===== config.mk =====
export PLATFORM = sky130hd
export DESIGN_NAME = sparse_argmax_argmin_unit
export DESIGN_NICKNAME = d
export VERILOG_FILES = /design/src/rtl/sam_pkg.sv /design/src/rtl/sparse_argmax_argmin_unit.sv /design/src/rtl/sam_run_tracker.sv /design/src/rtl/sam_resolver.sv
export VERILOG_INCLUDE_DIRS = /design/src /design/src/rtl
export SDC_FILE = /design/constraint.sdc
export NUM_CORES = 1
export LEC_CHECK = 0
export ABC_AREA = 1
export BUFFER_PORTS_ARGS = -buffer_cell sky130_fd_sc_hd__buf_2
export CAP_MARGIN = 40
export CORE_UTILIZATION = 61
export DETAILED_ROUTE_END_ITERATION = 8
export PLACE_DENSITY = 0.79
export SLEW_MARGIN = 20
export SYNTH_ARGS = -nofsm -noshare
export SYNTH_HDL_FRONTEND = slang
export SYNTH_SLANG_ARGS = --single-unit
export TNS_END_PERCENT = 5

===== constraint.sdc =====
create_clock -name clk_i -period 4.6 [get_ports clk_i]
set_input_delay 0.23 -clock clk_i [delete_from_list [all_inputs] [get_ports clk_i]]
set_output_delay 0.23 -clock clk_i [all_outputs]
set_load 0.1 [all_outputs]

===== src/rtl/sparse_argmax_argmin_unit_macros.svh =====
// ---------------------------------------------------------------------------
// Assertion macros for the sparse argmax / argmin unit
// Shared helpers for concurrent checks with an asynchronous active-low reset.
// ---------------------------------------------------------------------------
`ifndef SPARSE_ARGMAX_ARGMIN_UNIT_MACROS_SVH
`define SPARSE_ARGMAX_ARGMIN_UNIT_MACROS_SVH

// The consequent must hold in the same cycle as the antecedent.
`define SAM_ASSERT_SAME(label, clk, rst_n, ante, cons, msg) \
  label: assert property (@(posedge clk) disable iff (!rst_n) (ante) |-> (cons)) \
    else $error(msg);

// The consequent must hold in the cycle after the antecedent.
`define SAM_ASSERT_NEXT(label, clk, rst_n, ante, cons, msg) \
  label: assert property (@(posedge clk) disable iff (!rst_n) (ante) |=> (cons)) \
    else $error(msg);

`endif


===== src/rtl/sam_pkg.sv =====
// ---------------------------------------------------------------------------
// Sparse argmax / argmin package
// Field widths, configuration register indexes and shared types.
// ---------------------------------------------------------------------------
package sam_pkg;

  localparam int unsigned ValueFieldBits = 32;
  localparam int unsigned PosBits        = 16;
  localparam int unsigned IndexBits      = 16;
  localparam int unsigned CfgIndexBits   = 2;
  localparam int unsigned CfgDataBits    = 16;
  localparam int unsigned InDataBits     = ValueFieldBits + PosBits;

  localparam logic [CfgIndexBits-1:0] RegFindMinimum = 2'd0;
  localparam logic [CfgIndexBits-1:0] RegSparseMode  = 2'd1;
  localparam logic [CfgIndexBits-1:0] RegRunLength   = 2'd2;

  typedef struct packed {
    logic               find_minimum;
    logic               sparse_mode;
    logic [PosBits-1:0] run_length;
  } cfg_t;

  // Counter width: holds MAX_LENGTH and never narrower than a position.
  function automatic int unsigned cnt_bits(input int unsigned max_length);
    int unsigned bits;
    bits = $clog2(max_length + 1);
    return (bits > PosBits) ? bits : PosBits;
  endfunction

endpackage


===== src/rtl/sparse_argmax_argmin_unit.sv =====
// Path: a closing item passes the input register, the snapshot and the output register.
// Throughput: one item per cycle; a closing item waits while the snapshot is blocked.
// Each element needs one compare-and-select and one gap update in the run tracker.
// Reset: clears the configuration to its defaults, the run state and all valid flags.
// No memory, so the unit is ready in the first cycle after reset.
// ---------------------------------------------------------------------------
// Sparse argmax / argmin unit
// Returns the 1-based index of the greatest or least element of each run of
// integer elements, with unstored positions counted as zero in sparse mode.
// ---------------------------------------------------------------------------
module sparse_argmax_argmin_unit #(
  parameter int unsigned VALUE_BITS = 32,
  parameter int unsigned MAX_LENGTH = 65535
) (
  input  logic                                 clk_i,
  input  logic                                 rst_ni,
  input  logic                                 cfg_valid_i,
  output logic                                 cfg_ready_o,
  input  logic [sam_pkg::CfgIndexBits-1:0]     cfg_index_i,
  input  logic [sam_pkg::CfgDataBits-1:0]      cfg_data_i,
  input  logic                                 s_axis_tvalid,
  output logic                                 s_axis_tready,
  // Fields from bit 0: value (32), position (16).
  input  logic [sam_pkg::InDataBits-1:0]       s_axis_tdata,
  input  logic                                 s_axis_tlast,
  // Fields from bit 0: empty_run (1).
  input  logic                                 s_axis_tuser,
  output logic                                 m_axis_tvalid,
  input  logic                                 m_axis_tready,
  // Fields from bit 0: winner_index (16).
  output logic [sam_pkg::IndexBits-1:0]        m_axis_tdata,
  // Fields from bit 0: status (1).
  output logic                                 m_axis_tuser
);

  localparam int unsigned CntW = sam_pkg::cnt_bits(MAX_LENGTH);
  localparam int unsigned VfW  = sam_pkg::ValueFieldBits;
  localparam int unsigned PosW = sam_pkg::PosBits;

  sam_pkg::cfg_t cfg_q, cfg_d;

  logic            in_valid_q;
  logic [VfW-1:0]  in_value_q;
  logic [PosW-1:0] in_position_q;
  logic            in_last_q;
  logic            in_empty_q;
  logic            item_ready;
  logic [VALUE_BITS-1:0] item_value;

  logic                  snap_valid, snap_ready;
  logic [VALUE_BITS-1:0] snap_best_value;
  logic [CntW-1:0]       snap_best_index, snap_items_seen, snap_first_gap;
  logic [PosW-1:0]       snap_prev_position, snap_last_gap;
  logic                  snap_first_gap_found;

  assign cfg_ready_o = 1'b1;

  always_comb begin
    cfg_d = cfg_q;
    if (cfg_valid_i) begin
      case (cfg_index_i)
        sam_pkg::RegFindMinimum: cfg_d.find_minimum = cfg_data_i[0];
        sam_pkg::RegSparseMode:  cfg_d.sparse_mode  = cfg_data_i[0];
        sam_pkg::RegRunLength:   cfg_d.run_length   = cfg_data_i;
        default:                 cfg_d              = cfg_q;
      endcase
    end
  end

  always_ff @(posedge clk_i or negedge rst_ni) begin
    if (!rst_ni) begin
      cfg_q.find_minimum <= 1'b0;
      cfg_q.sparse_mode  <= 1'b0;
      cfg_q.run_length   <= PosW'(1);
    end else begin
      cfg_q <= cfg_d;
    end
  end

  assign s_axis_tready = !in_valid_q || item_ready;

  always_ff @(posedge clk_i or negedge rst_ni) begin
    if (!rst_ni) begin
      in_valid_q <= 1'b0;
    end else if (s_axis_tready) begin
      in_valid_q <= s_axis_tvalid;
    end
  end

  always_ff @(posedge clk_i) begin
    if (s_axis_tready && s_axis_tvalid) begin
      in_value_q    <= s_axis_tdata[VfW-1:0];
      in_position_q <= s_axis_tdata[VfW+PosW-1:VfW];
      in_last_q     <= s_axis_tlast;
      in_empty_q    <= s_axis_tuser;
    end
  end

  assign item_value = VALUE_BITS'(in_value_q);

  sam_run_tracker #(
    .VALUE_BITS (VALUE_BITS),
    .MAX_LENGTH (MAX_LENGTH)
  ) u_tracker (
    .clk_i                  (clk_i),
    .rst_ni                 (rst_ni),
    .cfg_i                  (cfg_q),
    .item_valid_i           (in_valid_q),
    .item_ready_o           (item_ready),
    .value_i                (item_value),
    .position_i             (in_position_q),
    .last_i                 (in_last_q),
    .empty_i                (in_empty_q),
    .snap_valid_o           (snap_valid),
    .snap_ready_i           (snap_ready),
    .snap_best_value_o      (snap_best_value),
    .snap_best_index_o      (snap_best_index),
    .snap_items_seen_o      (snap_items_seen),
    .snap_prev_position_o   (snap_prev_position),
    .snap_first_gap_o       (snap_first_gap),
    .snap_first_gap_found_o (snap_first_gap_found),
    .snap_last_gap_o        (snap_last_gap)
  );

  sam_resolver #(
    .VALUE_BITS (VALUE_BITS),
    .MAX_LENGTH (MAX_LENGTH)
  ) u_resolver (
    .clk_i                  (clk_i),
    .rst_ni                 (rst_ni),
    .cfg_i                  (cfg_q),
    .snap_valid_i           (snap_valid),
    .snap_ready_o           (snap_ready),
    .snap_best_value_i      (snap_best_value),
    .snap_best_index_i      (snap_best_index),
    .snap_items_seen_i      (snap_items_seen),
    .snap_prev_position_i   (snap_prev_position),
    .snap_first_gap_i       (snap_first_gap),
    .snap_first_gap_found_i (snap_first_gap_found),
    .snap_last_gap_i        (snap_last_gap),
    .out_valid_o            (m_axis_tvalid),
    .out_ready_i            (m_axis_tready),
    .out_index_o            (m_axis_tdata),
    .out_status_o           (m_axis_tuser)
  );

endmodule


===== src/rtl/sam_run_tracker.sv =====
// ---------------------------------------------------------------------------
// Run tracker
// Compares each element with the running best, tracks gaps and counts, and
// hands a snapshot of the run state to the resolver when a run closes.
// ---------------------------------------------------------------------------
`include "sparse_argmax_argmin_unit_macros.svh"

module sam_run_tracker #(
  parameter int unsigned VALUE_BITS = 32,
  parameter int unsigned MAX_LENGTH = 65535
) (
  input  logic                                  clk_i,
  input  logic                                  rst_ni,
  input  sam_pkg::cfg_t                         cfg_i,
  input  logic                                  item_valid_i,
  output logic                                  item_ready_o,
  input  logic [VALUE_BITS-1:0]                 value_i,
  input  logic [sam_pkg::PosBits-1:0]           position_i,
  input  logic                                  last_i,
  input  logic                                  empty_i,
  output logic                                  snap_valid_o,
  input  logic                                  snap_ready_i,
  output logic [VALUE_BITS-1:0]                 snap_best_value_o,
  output logic [sam_pkg::cnt_bits(MAX_LENGTH)-1:0] snap_best_index_o,
  output logic [sam_pkg::cnt_bits(MAX_LENGTH)-1:0] snap_items_seen_o,
  output logic [sam_pkg::PosBits-1:0]           snap_prev_position_o,
  output logic [sam_pkg::cnt_bits(MAX_LENGTH)-1:0] snap_first_gap_o,
  output logic                                  snap_first_gap_found_o,
  output logic [sam_pkg::PosBits-1:0]           snap_last_gap_o
);

  localparam int unsigned CntW = sam_pkg::cnt_bits(MAX_LENGTH);
  localparam int unsigned PosW = sam_pkg::PosBits;

  typedef struct packed {
    logic [VALUE_BITS-1:0] best_value;
    logic [CntW-1:0]       best_index;
    logic [CntW-1:0]       items_seen;
    logic [PosW-1:0]       prev_position;
    logic [CntW-1:0]       first_gap;
    logic                  first_gap_found;
    logic [PosW-1:0]       last_gap;
  } run_t;

  run_t run_q, run_d, take, snap_q, snap_d;
  logic snap_valid_q, snap_valid_d;
  logic closing, consume, better;
  logic [CntW-1:0] items_inc, pos_ext;
  logic [VALUE_BITS-1:0] new_key, best_key;

  assign closing      = last_i | empty_i;
  assign item_ready_o = !closing || !snap_valid_q || snap_ready_i;
  assign consume      = item_valid_i && item_ready_o;

  assign items_inc = (run_q.items_seen == CntW'(MAX_LENGTH)) ? run_q.items_seen
                                                             : run_q.items_seen + 1'b1;
  assign pos_ext   = CntW'(position_i);
  assign new_key   = {~value_i[VALUE_BITS-1], value_i[VALUE_BITS-2:0]};
  assign best_key  = {~run_q.best_value[VALUE_BITS-1], run_q.best_value[VALUE_BITS-2:0]};

  always_comb begin
    if (run_q.items_seen == '0) begin
      better = 1'b1;
    end else if (cfg_i.find_minimum) begin
      better = new_key <= best_key;
    end else begin
      better = new_key > best_key;
    end
  end

  always_comb begin
    take            = run_q;
    take.items_seen = items_inc;
    if (cfg_i.sparse_mode) begin
      if (!run_q.first_gap_found && (items_inc < pos_ext)) begin
        take.first_gap       = items_inc;
        take.first_gap_found = 1'b1;
      end
      if ({1'b0, position_i} > ({1'b0, run_q.prev_position} + 17'd1)) begin
        take.last_gap = position_i - 1'b1;
      end
      take.prev_position = position_i;
    end
    if (better) begin
      take.best_value = value_i;
      take.best_index = cfg_i.sparse_mode ? pos_ext : items_inc;
    end
  end

  always_comb begin
    run_d        = run_q;
    snap_d       = snap_q;
    snap_valid_d = snap_valid_q && !snap_ready_i;
    if (consume) begin
      if (empty_i) begin
        snap_d       = run_q;
        snap_valid_d = 1'b1;
        run_d        = '0;
      end else if (last_i) begin
        snap_d       = take;
        snap_valid_d = 1'b1;
        run_d        = '0;
      end else begin
        run_d = take;
      end
    end
  end

  always_ff @(posedge clk_i or negedge rst_ni) begin
    if (!rst_ni) begin
      run_q        <= '0;
      snap_valid_q <= 1'b0;
    end else begin
      run_q        <= run_d;
      snap_valid_q <= snap_valid_d;
    end
  end

  always_ff @(posedge clk_i) begin
    snap_q <= snap_d;
  end

  assign snap_valid_o           = snap_valid_q;
  assign snap_best_value_o      = snap_q.best_value;
  assign snap_best_index_o      = snap_q.best_index;
  assign snap_items_seen_o      = snap_q.items_seen;
  assign snap_prev_position_o   = snap_q.prev_position;
  assign snap_first_gap_o       = snap_q.first_gap;
  assign snap_first_gap_found_o = snap_q.first_gap_found;
  assign snap_last_gap_o        = snap_q.last_gap;

  `SAM_ASSERT_NEXT(a_run_cleared, clk_i, rst_ni, consume && closing, run_q.items_seen == '0, "run state not cleared after a closing item")
  `SAM_ASSERT_SAME(a_count_bound, clk_i, rst_ni, 1'b1, run_q.items_seen <= CntW'(MAX_LENGTH), "element count beyond the length limit")
  `SAM_ASSERT_SAME(a_first_gap, clk_i, rst_ni, run_q.first_gap_found, (run_q.first_gap != '0) && (run_q.first_gap <= run_q.items_seen), "first gap outside the elements seen")

endmodule


===== src/rtl/sam_resolver.sv =====
// ---------------------------------------------------------------------------
// Run resolver
// Turns a closed run's snapshot into the winner index and status, letting an
// implicit zero win in sparse mode, and holds the result in the output stage.
// ---------------------------------------------------------------------------
`include "sparse_argmax_argmin_unit_macros.svh"

module sam_resolver #(
  parameter int unsigned VALUE_BITS = 32,
  parameter int unsigned MAX_LENGTH = 65535
) (
  input  logic                                  clk_i,
  input  logic                                  rst_ni,
  input  sam_pkg::cfg_t                         cfg_i,
  input  logic                                  snap_valid_i,
  output logic                                  snap_ready_o,
  input  logic [VALUE_BITS-1:0]                 snap_best_value_i,
  input  logic [sam_pkg::cnt_bits(MAX_LENGTH)-1:0] snap_best_index_i,
  input  logic [sam_pkg::cnt_bits(MAX_LENGTH)-1:0] snap_items_seen_i,
  input  logic [sam_pkg::PosBits-1:0]           snap_prev_position_i,
  input  logic [sam_pkg::cnt_bits(MAX_LENGTH)-1:0] snap_first_gap_i,
  input  logic                                  snap_first_gap_found_i,
  input  logic [sam_pkg::PosBits-1:0]           snap_last_gap_i,
  output logic                                  out_valid_o,
  input  logic                                  out_ready_i,
  output logic [sam_pkg::IndexBits-1:0]         out_index_o,
  output logic                                  out_status_o
);

  localparam int unsigned CntW = sam_pkg::cnt_bits(MAX_LENGTH);

  logic out_valid_q, out_valid_d;
  logic [sam_pkg::IndexBits-1:0] out_index_q, out_index_d;
  logic out_status_q, out_status_d;
  logic out_free;
  logic is_neg, is_zero;
  logic [CntW:0] idx, gap_j;
  logic status;

  assign is_neg  = snap_best_value_i[VALUE_BITS-1];
  assign is_zero = (snap_best_value_i == '0);

  always_comb begin
    idx    = '0;
    gap_j  = '0;
    status = 1'b0;
    if (cfg_i.sparse_mode && (cfg_i.run_length == '0)) begin
      status = 1'b1;
    end else if (snap_items_seen_i == '0) begin
      if (cfg_i.sparse_mode) begin
        idx = cfg_i.find_minimum ? (CntW+1)'(cfg_i.run_length) : (CntW+1)'(1);
      end else begin
        status = 1'b1;
      end
    end else begin
      idx = {1'b0, snap_best_index_i};
      if (cfg_i.sparse_mode && (snap_items_seen_i < CntW'(cfg_i.run_length))) begin
        if (!cfg_i.find_minimum) begin
          if (is_neg || is_zero) begin
            gap_j = snap_first_gap_found_i ? {1'b0, snap_first_gap_i}
                                           : {1'b0, snap_items_seen_i} + 1'b1;
            if (is_neg || (gap_j < idx)) begin
              idx = gap_j;
            end
          end
        end else begin
          if (!is_neg) begin
            gap_j = (snap_prev_position_i < cfg_i.run_length)
                  ? (CntW+1)'(cfg_i.run_length) : (CntW+1)'(snap_last_gap_i);
            if (!is_zero || (gap_j > idx)) begin
              idx = gap_j;
            end
          end
        end
      end
    end
  end

  assign out_free     = !out_valid_q || out_ready_i;
  assign snap_ready_o = out_free;

  always_comb begin
    out_valid_d  = out_valid_q;
    out_index_d  = out_index_q;
    out_status_d = out_status_q;
    if (out_free) begin
      out_valid_d = snap_valid_i;
      if (snap_valid_i) begin
        out_index_d  = idx[sam_pkg::IndexBits-1:0];
        out_status_d = status;
      end
    end
  end

  always_ff @(posedge clk_i or negedge rst_ni) begin
    if (!rst_ni) begin
      out_valid_q <= 1'b0;
    end else begin
      out_valid_q <= out_valid_d;
    end
  end

  always_ff @(posedge clk_i) begin
    out_index_q  <= out_index_d;
    out_status_q <= out_status_d;
  end

  assign out_valid_o  = out_valid_q;
  assign out_index_o  = out_index_q;
  assign out_status_o = out_status_q;

  `SAM_ASSERT_SAME(a_error_index, clk_i, rst_ni, out_valid_q && out_status_q, out_index_q == '0, "error result with a nonzero index")
  `SAM_ASSERT_NEXT(a_result_taken, clk_i, rst_ni, snap_valid_i && out_free, out_valid_q, "snapshot taken but no result registered")

endmodule


; ---- After elaboration in Yosys (flattened, before gate mapping)
; Cells that the tools add are included.
[word_totals]
reg_bits = 314
in_bits = 73
output_inout_bits = 20
wordCells = 103
[classes]
add_sub_neg = 4
order_cmp = 8
n_eq_ne = 3
mux = 28
bitwise = 3
n_reduce_logical = 31
[ops]
columns = op, count
row1 = $mux W113, 4
row2 = $mux W16, 13
row3 = $mux W49, 1
row4 = $logic_not A16 Y1, 3
row5 = $lt A16 B16 Y1, 3
row6 = $mux W48, 1
row7 = $add A16 B1 Y17 const B, 2
row8 = $mux W17, 2
row9 = $gt A32 B32 Y1, 1
row10 = $le A32 B32 Y1, 1
row11 = $logic_not A32 Y1, 1
row12 = $gt A16 B17 Y1, 1
row13 = $gt A17 B16 Y1, 1
row14 = $lt A17 B16 Y1, 1
row15 = $add A16 B1 Y16 const B, 1
row16 = $eq A16 B16 Y1 const B, 1
row17 = $sub A16 B1 Y16 const B, 1
row18 = $reduce_and A2 Y1, 5
row19 = $logic_not A1 Y1, 7
row20 = $logic_or A1 B1 Y1, 7
row21 = $mux W1, 7
row22 = $logic_and A1 B1 Y1, 6
row23 = $eq A2 B1 Y1 const B, 1
row24 = $eq A2 B2 Y1 const B, 1
row25 = 4 further kinds, 5

; ---- Logic depth before layout (Yosys ltp)
; Gate-level depths: netlist of run 1.
[depth]
ltp_word = 9
depth_mapped = 32
depth_no_buf = 30

; ---- Hierarchy
; Synthesis of run 1 repeated with hierarchy kept, for this count alone.
[unflattened]
hier_cells = 2402
hier_area_um2 = 19449.9
[modules_own_cells]
columns = module, n_inst, cells_per_inst, area_per_inst_um2, seq_area_each_um2
row1 = sam_run_tracker, 1, 1564, 13046.3, 6246.0
row2 = sam_resolver, 1, 696, 4071.4, 535.5
row3 = sparse_argmax_argmin_unit, 1, 142, 2332.2, 1978.1

; ---- Worst setup path before layout of run 1
; OpenSTA, ideal clock, no wires.
[synth_timing]
kind = register to register
startpoint = reg u_resolver.out_valid_q, in the netlist u_resolver.out_valid_o
endpoint = reg u_tracker.snap_q (netlist bit u_tracker.snap_best_index_o[0]) (enable)
setup_time_ps = 467
t_arrival_ps = 3768
required_time_ps = 4133
path_slack_ps = 365
path_stages_with_launch = 10
path_buffers = 0
period_less_slack_ps = 4235
path_cell_list = dfrtp_1 > inv_1 > nor2_1 > inv_1 > nor2_1 > inv_1 > nor2_1 > nor2_1 > nand2_1 > inv_1
[synth_between]
elab_chain_cells = 5
[synth_lines]
columns = item, line_no
row1 = start: declaration, sam_resolver.sv:32  ; logic out_valid_q, out_valid_d;
row2 = start signal: assignment, sam_resolver.sv:99  ; out_valid_q <= out_valid_d;
row3 = $logic_not A1 Y1, sam_resolver.sv:79  ; assign out_free = !out_valid_q || out_ready_i;
row4 = $logic_or A1 B1 Y1, sam_resolver.sv:79
row5 = $logic_or A1 B1 Y1, sam_run_tracker.sv:52  ; assign item_ready_o = !closing || !snap_valid_q || snap_ready_i;
row6 = $logic_and A1 B1 Y1, sam_run_tracker.sv:53  ; assign consume = item_valid_i && item_ready_o;
row7 = $reduce_and A2 Y1 (no source line), -
row8 = end signal: assignment, sam_run_tracker.sv:120  ; snap_q <= snap_d;
row9 = end: declaration, sam_run_tracker.sv:45  ; run_t run_q, run_d, take, snap_q, snap_d;
; Every way passes these cells.
; A chain may end at the register's enable or synchronous reset.

; ---- Worst setup path after layout of run 1
[layout_timing]
startpoint = reg u_tracker.run_q[35] (netlist bit)
endpoint = reg u_tracker.snap_q (netlist bit u_tracker.snap_last_gap_o[13]) (data pin)
[layout_between]
elab_chain_cells = 6
[layout_lines]
columns = item, line_no
row1 = start: declaration, sam_run_tracker.sv:45
row2 = start signal: assignment, sam_run_tracker.sv:114  ; run_q <= run_d;
row3 = $add A16 B1 Y17, sam_run_tracker.sv:79  ; if ({1'b0, position_i} > ({1'b0, run_q.prev_position} + 17'd1)) begin
row4 = $gt A16 B17 Y1, sam_run_tracker.sv:79
row5 = $mux W16, sam_run_tracker.sv:79
row6 = $mux W49, sam_run_tracker.sv:74  ; if (cfg_i.sparse_mode) begin
row7 = $mux W113, sam_run_tracker.sv:99  ; end else if (last_i) begin
row8 = $mux W113, sam_run_tracker.sv:95  ; if (empty_i) begin
; Every way passes these cells. The select of a mux whose other input is x is not followed.

==> results.cfg, run 1 <==
[run_status]
status = finished with violations
violations = DRC

[setup_path]
slowest_delay_ns = 0.49
worstSetupStartpointType = flop
critPathArrivalTime_ns = 4.46
slowest_stage = nor4_1
crit_family = simple AND/OR/NAND/NOR gates
critPathBufInv = 2
cp-end-kind = flop
cp_cell_sequence = inv_1 > nor3_1 > nand2_1 > nor2_1 > nand3_1 > nor2_1 > nand4_1 > xor2_1 > ha_1 > inv_1 > nor4_1 > nand4_1 > o21ai_0 > a31oi_2 > nand2_2 > nand2_1 > nand3_1 > o21ai_0
required_ns = 4.84
critical_path.max_fanout = 15
crit_type = reg -> reg

[cts]
clock_latency_ns = 0.52
cts_resized = 0
cts_inserted_buffers = 35
tritoncts = built
cts_buffer_depth = 3
cts_sinks = 314
clkTransAtPathRegs_ns = 0.06
cts_root_buf = clkbuf_16
htreeDepth = 2

[cells_and_area]
mostFrequentLayoutCell = nand2_1
n_antenna_cell = 0
fillCellCount = 2359
drive_gt1_frac = 0.0939
fin_util = 0.715
area_delta_synth_final_pct = 14.2
final_cell_mix = nand2_1, inv_1, nand3_1, o21ai_0, edfxtp_1
final_nets = 2701

[floorplan]
die_h_um = 180
die_w_um = 180
die-area_mm2 = 0.0323
initial_core_util = 0.626
fp.coreArea_mm2 = 0.0308
num_io_pins = 93
num_rows = 64

[place]
dp_hpwl_um = 41800
io_buffers = 91
pre_cts_ws_ns = 0.523
globalplace.congestion = 1.01

[worst_hold_path]
hold_path_class = in -> reg

[yosys]
ys_top_cells_by_area = edfxtp_1, dfrtp_1, nand2_1
async_reset_ff_frac = 0.427
synth_area_per_cell_um2 = 8.18
synth_edf_count = 180
ys_types = 49
syn_area_mm2 = 0.0193
synth_ff_type = edfxtp_1
synth_nets = 2563
synth_top_cell_by_area = edfxtp_1
synth_seq_cells = 314
synthCells = 2360
yosysWarnings = 0
synth_seq_area_share = 0.454
synth_top_area_share = 0.280

[global_route]
use_met3 = 0.0425
grt.overflow.total = 0
grt_antenna_before_repair = 0
grt_pass1_wl_um = 92200
globalRouteTotalUtil = 0.366
grtUsageMet2 = 0.600
met1_usage = 0.468
top_usage_layer = met2
grt_max_degree = 81
grt_pass1_vias = 17000

[detailed_routing]
drt-vias-per-instance = 6.02
drtIter0Drc = 1794
drc = 8
wl_um = 58800
drtAntennaViolNets = 0
drt_first_pass_iters = 8
wl_per_cell_um = 20.1
via_count = 17600

[pwr]
p_total_mw = 9.00
p_per_area_mw_per_mm2 = 409
max-vdd-ir-drop_mv = 0.399
leakage_nw = 10.1

[timing]
timing.final.ws_setup_ns = 0.376
hold_viol_final = 0
fin_hold_ws_ns = 0.0114
max_freq_mhz = 237
tns_ns = 0
min_period_ns = 4.22
relSlewSlack = 0.412
finalClockSkew_ns = 0.0190
worstMarginPinSlew_ns = 0.882
setup_violations = 0
drv_slew = 0
grt_setup_unrepaired = no
period_share = 0.918

[flow_run]
drv_cap = 0
==> registers in the layout, indices dropped and copies added, names as in the netlist, 16 cells and up <==
signal                          cells
u_tracker.snap_best_index_o        16
in_value_q                         32
u_tracker.snap_prev_position_o     16
cfg_q                              18
u_tracker.snap_items_seen_o        16
u_resolver.out_index_o             16
u_tracker.best_key                 31
u_tracker.snap_last_gap_o          16
u_tracker.run_q                    82
u_tracker.snap_best_value_o        32
u_tracker.snap_first_gap_o         16
in_position_q                      16
==> cell type report <==
class	instances	area (µm²)	area share
clock buffers	46	980	0.0445
clock inverters	17	126	0.00574
inverters	322	1210	0.0551
multi-input cells	1626	8950	0.406
flip-flops and latches	314	8760	0.398
well taps	396	495	0.0225
repair buffers	199	1500	0.0681
==> per-layer routing <==
metal | vias to the layer above | routed length, µm | share of wire
li1 | 8250 | - | -
met1 | 8235 | 23400 | 0.40
met2 | 901 | 27300 | 0.46
met3 | 192 | 4100 | 0.070
met4 | 0 | 4100 | 0.070
met5 | - | 0 | 0
==> timing repair <==
item / 4_1_cts / 5_1_grt
hold endpoints to repair: 143 / 0
hold buffers: 67 / 0
buffers inserted: 0 / 0
==> synth_stat cells, types with 2 or more instances <==
cell / count
nand2_1: 533
inv_1: 316
nand3_1: 303
o21ai_0: 193
edfxtp_1: 180
dfrtp_1: 133
ha_1: 130
a21oi_1: 108
nor2_1: 85
nand4_1: 75
clkbuf_1: 70
xor2_1: 40
nor3_1: 27
o211ai_1: 19
buf_2: 16
o22ai_1: 16
nor4_1: 14
or2_1: 12
nand2_4: 11
buf_1: 9
nand2_2: 9
nand3b_1: 6
or2_2: 6
nor2_2: 5
o21ai_1: 5
inv_2: 4
o21a_1: 4
a211oi_1: 3
nor3_2: 3
xnor2_1: 3
a21o_1: 2
clkinv_1: 2
o31ai_1: 2
==> path summary, 6_finish.rpt <==
kind | from | end | slack (ns) | depth (start not counted)
worst max-delay path | u_tracker.run_q[35] | u_tracker.snap_last_gap_o[13] | 0.38 | 18
worst min register to register | u_tracker.run_q[29] | u_tracker.run_q[29] | 0.50 | 2
min in group asynchronous | rst_ni | u_tracker.best_key[0] | 0.16 | 2
worst min-delay path | cfg_data_i[11] | cfg_q[11] | 0.01 | 3
max in group asynchronous | rst_ni | u_tracker.run_q[29] | 3.41 | 4
worst max register to register | u_tracker.run_q[35] | u_tracker.snap_last_gap_o[13] | 0.38 | 18
==> worst register-to-register path: stages (launching register included) <==
cell and delay [ns]:
dfrtp_1 0.38, inv_1 0.09, nor3_1 0.28, nand2_1 0.09, nor2_1 0.17, nand3_1 0.14
nor2_1 0.23, nand4_1 0.14, xor2_1 0.18, ha_1 0.31, inv_1 0.06, nor4_1 0.49
nand4_1 0.14, o21ai_0 0.37, a31oi_2 0.22, nand2_2 0.34, nand2_1 0.13, nand3_1 0.09
o21ai_0 0.11
==> where the power goes <==
part           total (mW)  internal (mW)  switching, mW
logic                2.66          0.798           1.87
clock network        2.74           1.57           1.17
registers            3.59           3.39          0.200
total                9.00           5.76           3.24
==> kinds of logic (layout without fill, tap and decap cells) <==
logic type	count (synthesis)	in the layout	synth area share
XOR/XNOR	43	43	0.0195
adder cells (fa/ha/maj)	130	130	0.0843
AND/OR/NAND/NOR	1095	1095	0.259
other	1	1	0.000194
buffers and inverters	420	584	0.0839
flip-flops	314	314	0.454
AO/OA/AOI/OAI	357	357	0.0995
==> per-stage QoR <==
| stage | area (µm²) | instances |
|---|---|---|
| floorplan | 19300 | 2360 |
| global placement | 20200 | 2785 |
| detailed placement | 20200 | 2788 |
| CTS | 22000 | 2918 |
| global route | 22000 | 2920 |
| finish | 22000 | 2920 |
(Power assumes the default switching activity.)
==> inputs of run 2 (changes only) <==
Settings changed: CORE_MARGIN set to 4.
==> run 2 against run 1 <==
The run now ends clean. Combinational power up 2%. Count of clock-buffer cells in the layout down 9. Wire length up 0.52%. Register-to-register slack about the same. Sequential power about the same. Cell area up 0.73%. Sequential cell count unchanged. Via count up 0.93%. Core utilization up 0.33 points. Critical endpoint is now u_tracker.snap_last_gap_o[3].
==> results.cfg, run 2 (same netlist as run 1, synthesis figures left out) <==
[cells_and_area]
final_cell_mix = nand2_1, inv_1, nand3_1, o21ai_0, edfxtp_1
drive_gt1_frac = 0.0958
largest_register_ffs = 82
regMostFlops = u_tracker.run_q
final_nets = 2702
mostFrequentLayoutCell = nand2_1
stdcell_count = 2922
area_delta_synth_final_pct = 15.0
n_antenna_cell = 0
fin_util = 0.718
design_area_mm2 = 0.0222

[timing]
period_share = 0.916
grt_setup_unrepaired = no
setup_violations = 0
fin_hold_ws_ns = 0.0251
relSlewSlack = 0.439
max_freq_mhz = 237
tns_ns = 0
hold_viol_final = 0
timing.final.ws_setup_ns = 0.386
drv_slew = 0
worstMarginPinSlew_ns = 0.841
min_period_ns = 4.21
finalClockSkew_ns = 0.0328

[pwr]
max-vdd-ir-drop_mv = 0.383
p_total_mw = 9.40
leakage_nw = 10.2
p_per_area_mw_per_mm2 = 424

[setup_path]
crit_type = reg -> reg
slowest_stage = nor4_1
critPathBufInv = 2
critPathArrivalTime_ns = 4.46
cp-end-kind = flop
reg2regPathDepth = 18
required_ns = 4.84
slowest_delay_ns = 0.48
worstSetupStartpointType = flop
crit_family = simple AND/OR/NAND/NOR gates
critical_path.max_fanout = 15
cp_cell_sequence = inv_1 > nor3_1 > nand2_1 > nor2_1 > nand3_1 > nor2_1 > nand4_1 > xor2_1 > ha_1 > inv_1 > nor4_1 > nand4_1 > o21ai_0 > a31oi_2 > nand2_2 > nand2_1 > nand3_1 > o21ai_0
cp.depth = 18

[floorplan]
num_io_pins = 93
num_rows = 64
die_w_um = 186
fp.coreArea_mm2 = 0.0309
initial_core_util = 0.624
die-area_mm2 = 0.0345
die_h_um = 186

[place]
placed_area_mm2 = 0.0202
globalplace.congestion = 0.995
place_inst = 2788
dp_hpwl_um = 40900
pre_cts_ws_ns = 0.502
io_buffers = 91

[global_route]
grt_pass1_wl_um = 93200
grt_pass1_vias = 17400
grt_antenna_before_repair = 0
grt.overflow.total = 0
grt_max_degree = 79
globalRouteTotalUtil = 0.346

[cts]
cts_sinks = 314
cts_root_buf = clkbuf_16
cts_buffer_depth = 3
clkTransAtPathRegs_ns = 0.06
cts_inserted_buffers = 36
htreeDepth = 2
clock_latency_ns = 0.54
post_cts_buffers = 0
tritoncts = built

[detailed_routing]
wl_um = 59100
wl_per_cell_um = 20.2
drt_first_pass_iters = 7
drt-vias-per-instance = 6.07
drtIter0Drc = 2065
drtAntennaViolNets = 0
via_count = 17700
drc = 0

[flow_run]
drv_cap = 0

[worst_hold_path]
hold_path_class = in -> reg
worstHoldPathCells = 3

[run_status]
status = complete, no violations
[run 2: report_power, final]
| group | total (mW) | switching [mW] | internal, mW |
|---|---|---|---|
| Sequential | 3.59 | 0.192 | 3.39 |
| Combinational | 2.70 | 1.90 | 0.803 |
| Clock | 3.11 | 1.22 | 1.89 |
[run 2: final cells by class]
class	count	area (µm²)
Sequential cell	314	8760
Multi-Input combinational cell	1626	8950
Timing Repair Buffer	199	1510
Clock buffer	37	905
Clock inverter	28	363
Fill cell	2330	8720
Inverter	322	1210
Tap cell	396	495
[run 2: worst paths after layout]
| path | endpoint | slack, ns | from |
|---|---|---|---|
| worst max-delay path | u_tracker.snap_last_gap_o[3] | 0.39 | u_tracker.run_q[35] |
| worst min-delay path | cfg_q[16] | 0.03 | cfg_index_i[0] |
| worst max register to register | u_tracker.snap_last_gap_o[3] | 0.39 | u_tracker.run_q[35] |
| worst min register to register | u_tracker.run_q[32] | 0.51 | u_tracker.run_q[32] |
| max in group asynchronous | u_tracker.run_q[5] | 3.44 | rst_ni |
| min in group asynchronous | u_tracker.best_key[0] | 0.18 | rst_ni |
[run 2: repair_timing]
action | in CTS | in global routing
hold buffers | 69 | 0
setup endpoints to repair | 0 | 4
endpoints found under the hold margin | 104 | 0
resized for setup | 0 | 1
[run 2: routing by layer]
metal,track usage,part of all wire,up-vias
met3,0.0489,0.084,230
met5,0,0,-
met2,0.573,0.47,985
li1,-,-,8249
met1,0.444,0.38,8277
met4,0.179,0.065,0
[run 2: worst reg2reg max path, cell delays in order (launching register included)]
cell and delay [ns]:
dfrtp_1 0.39, inv_1 0.10, nor3_1 0.30, nand2_1 0.09
nor2_1 0.16, nand3_1 0.13, nor2_1 0.24, nand4_1 0.14
xor2_1 0.17, ha_1 0.30, inv_1 0.06, nor4_1 0.48
nand4_1 0.15, o21ai_0 0.30, a31oi_2 0.21, nand2_2 0.36
nand2_1 0.13, nand3_1 0.09, o21ai_0 0.13
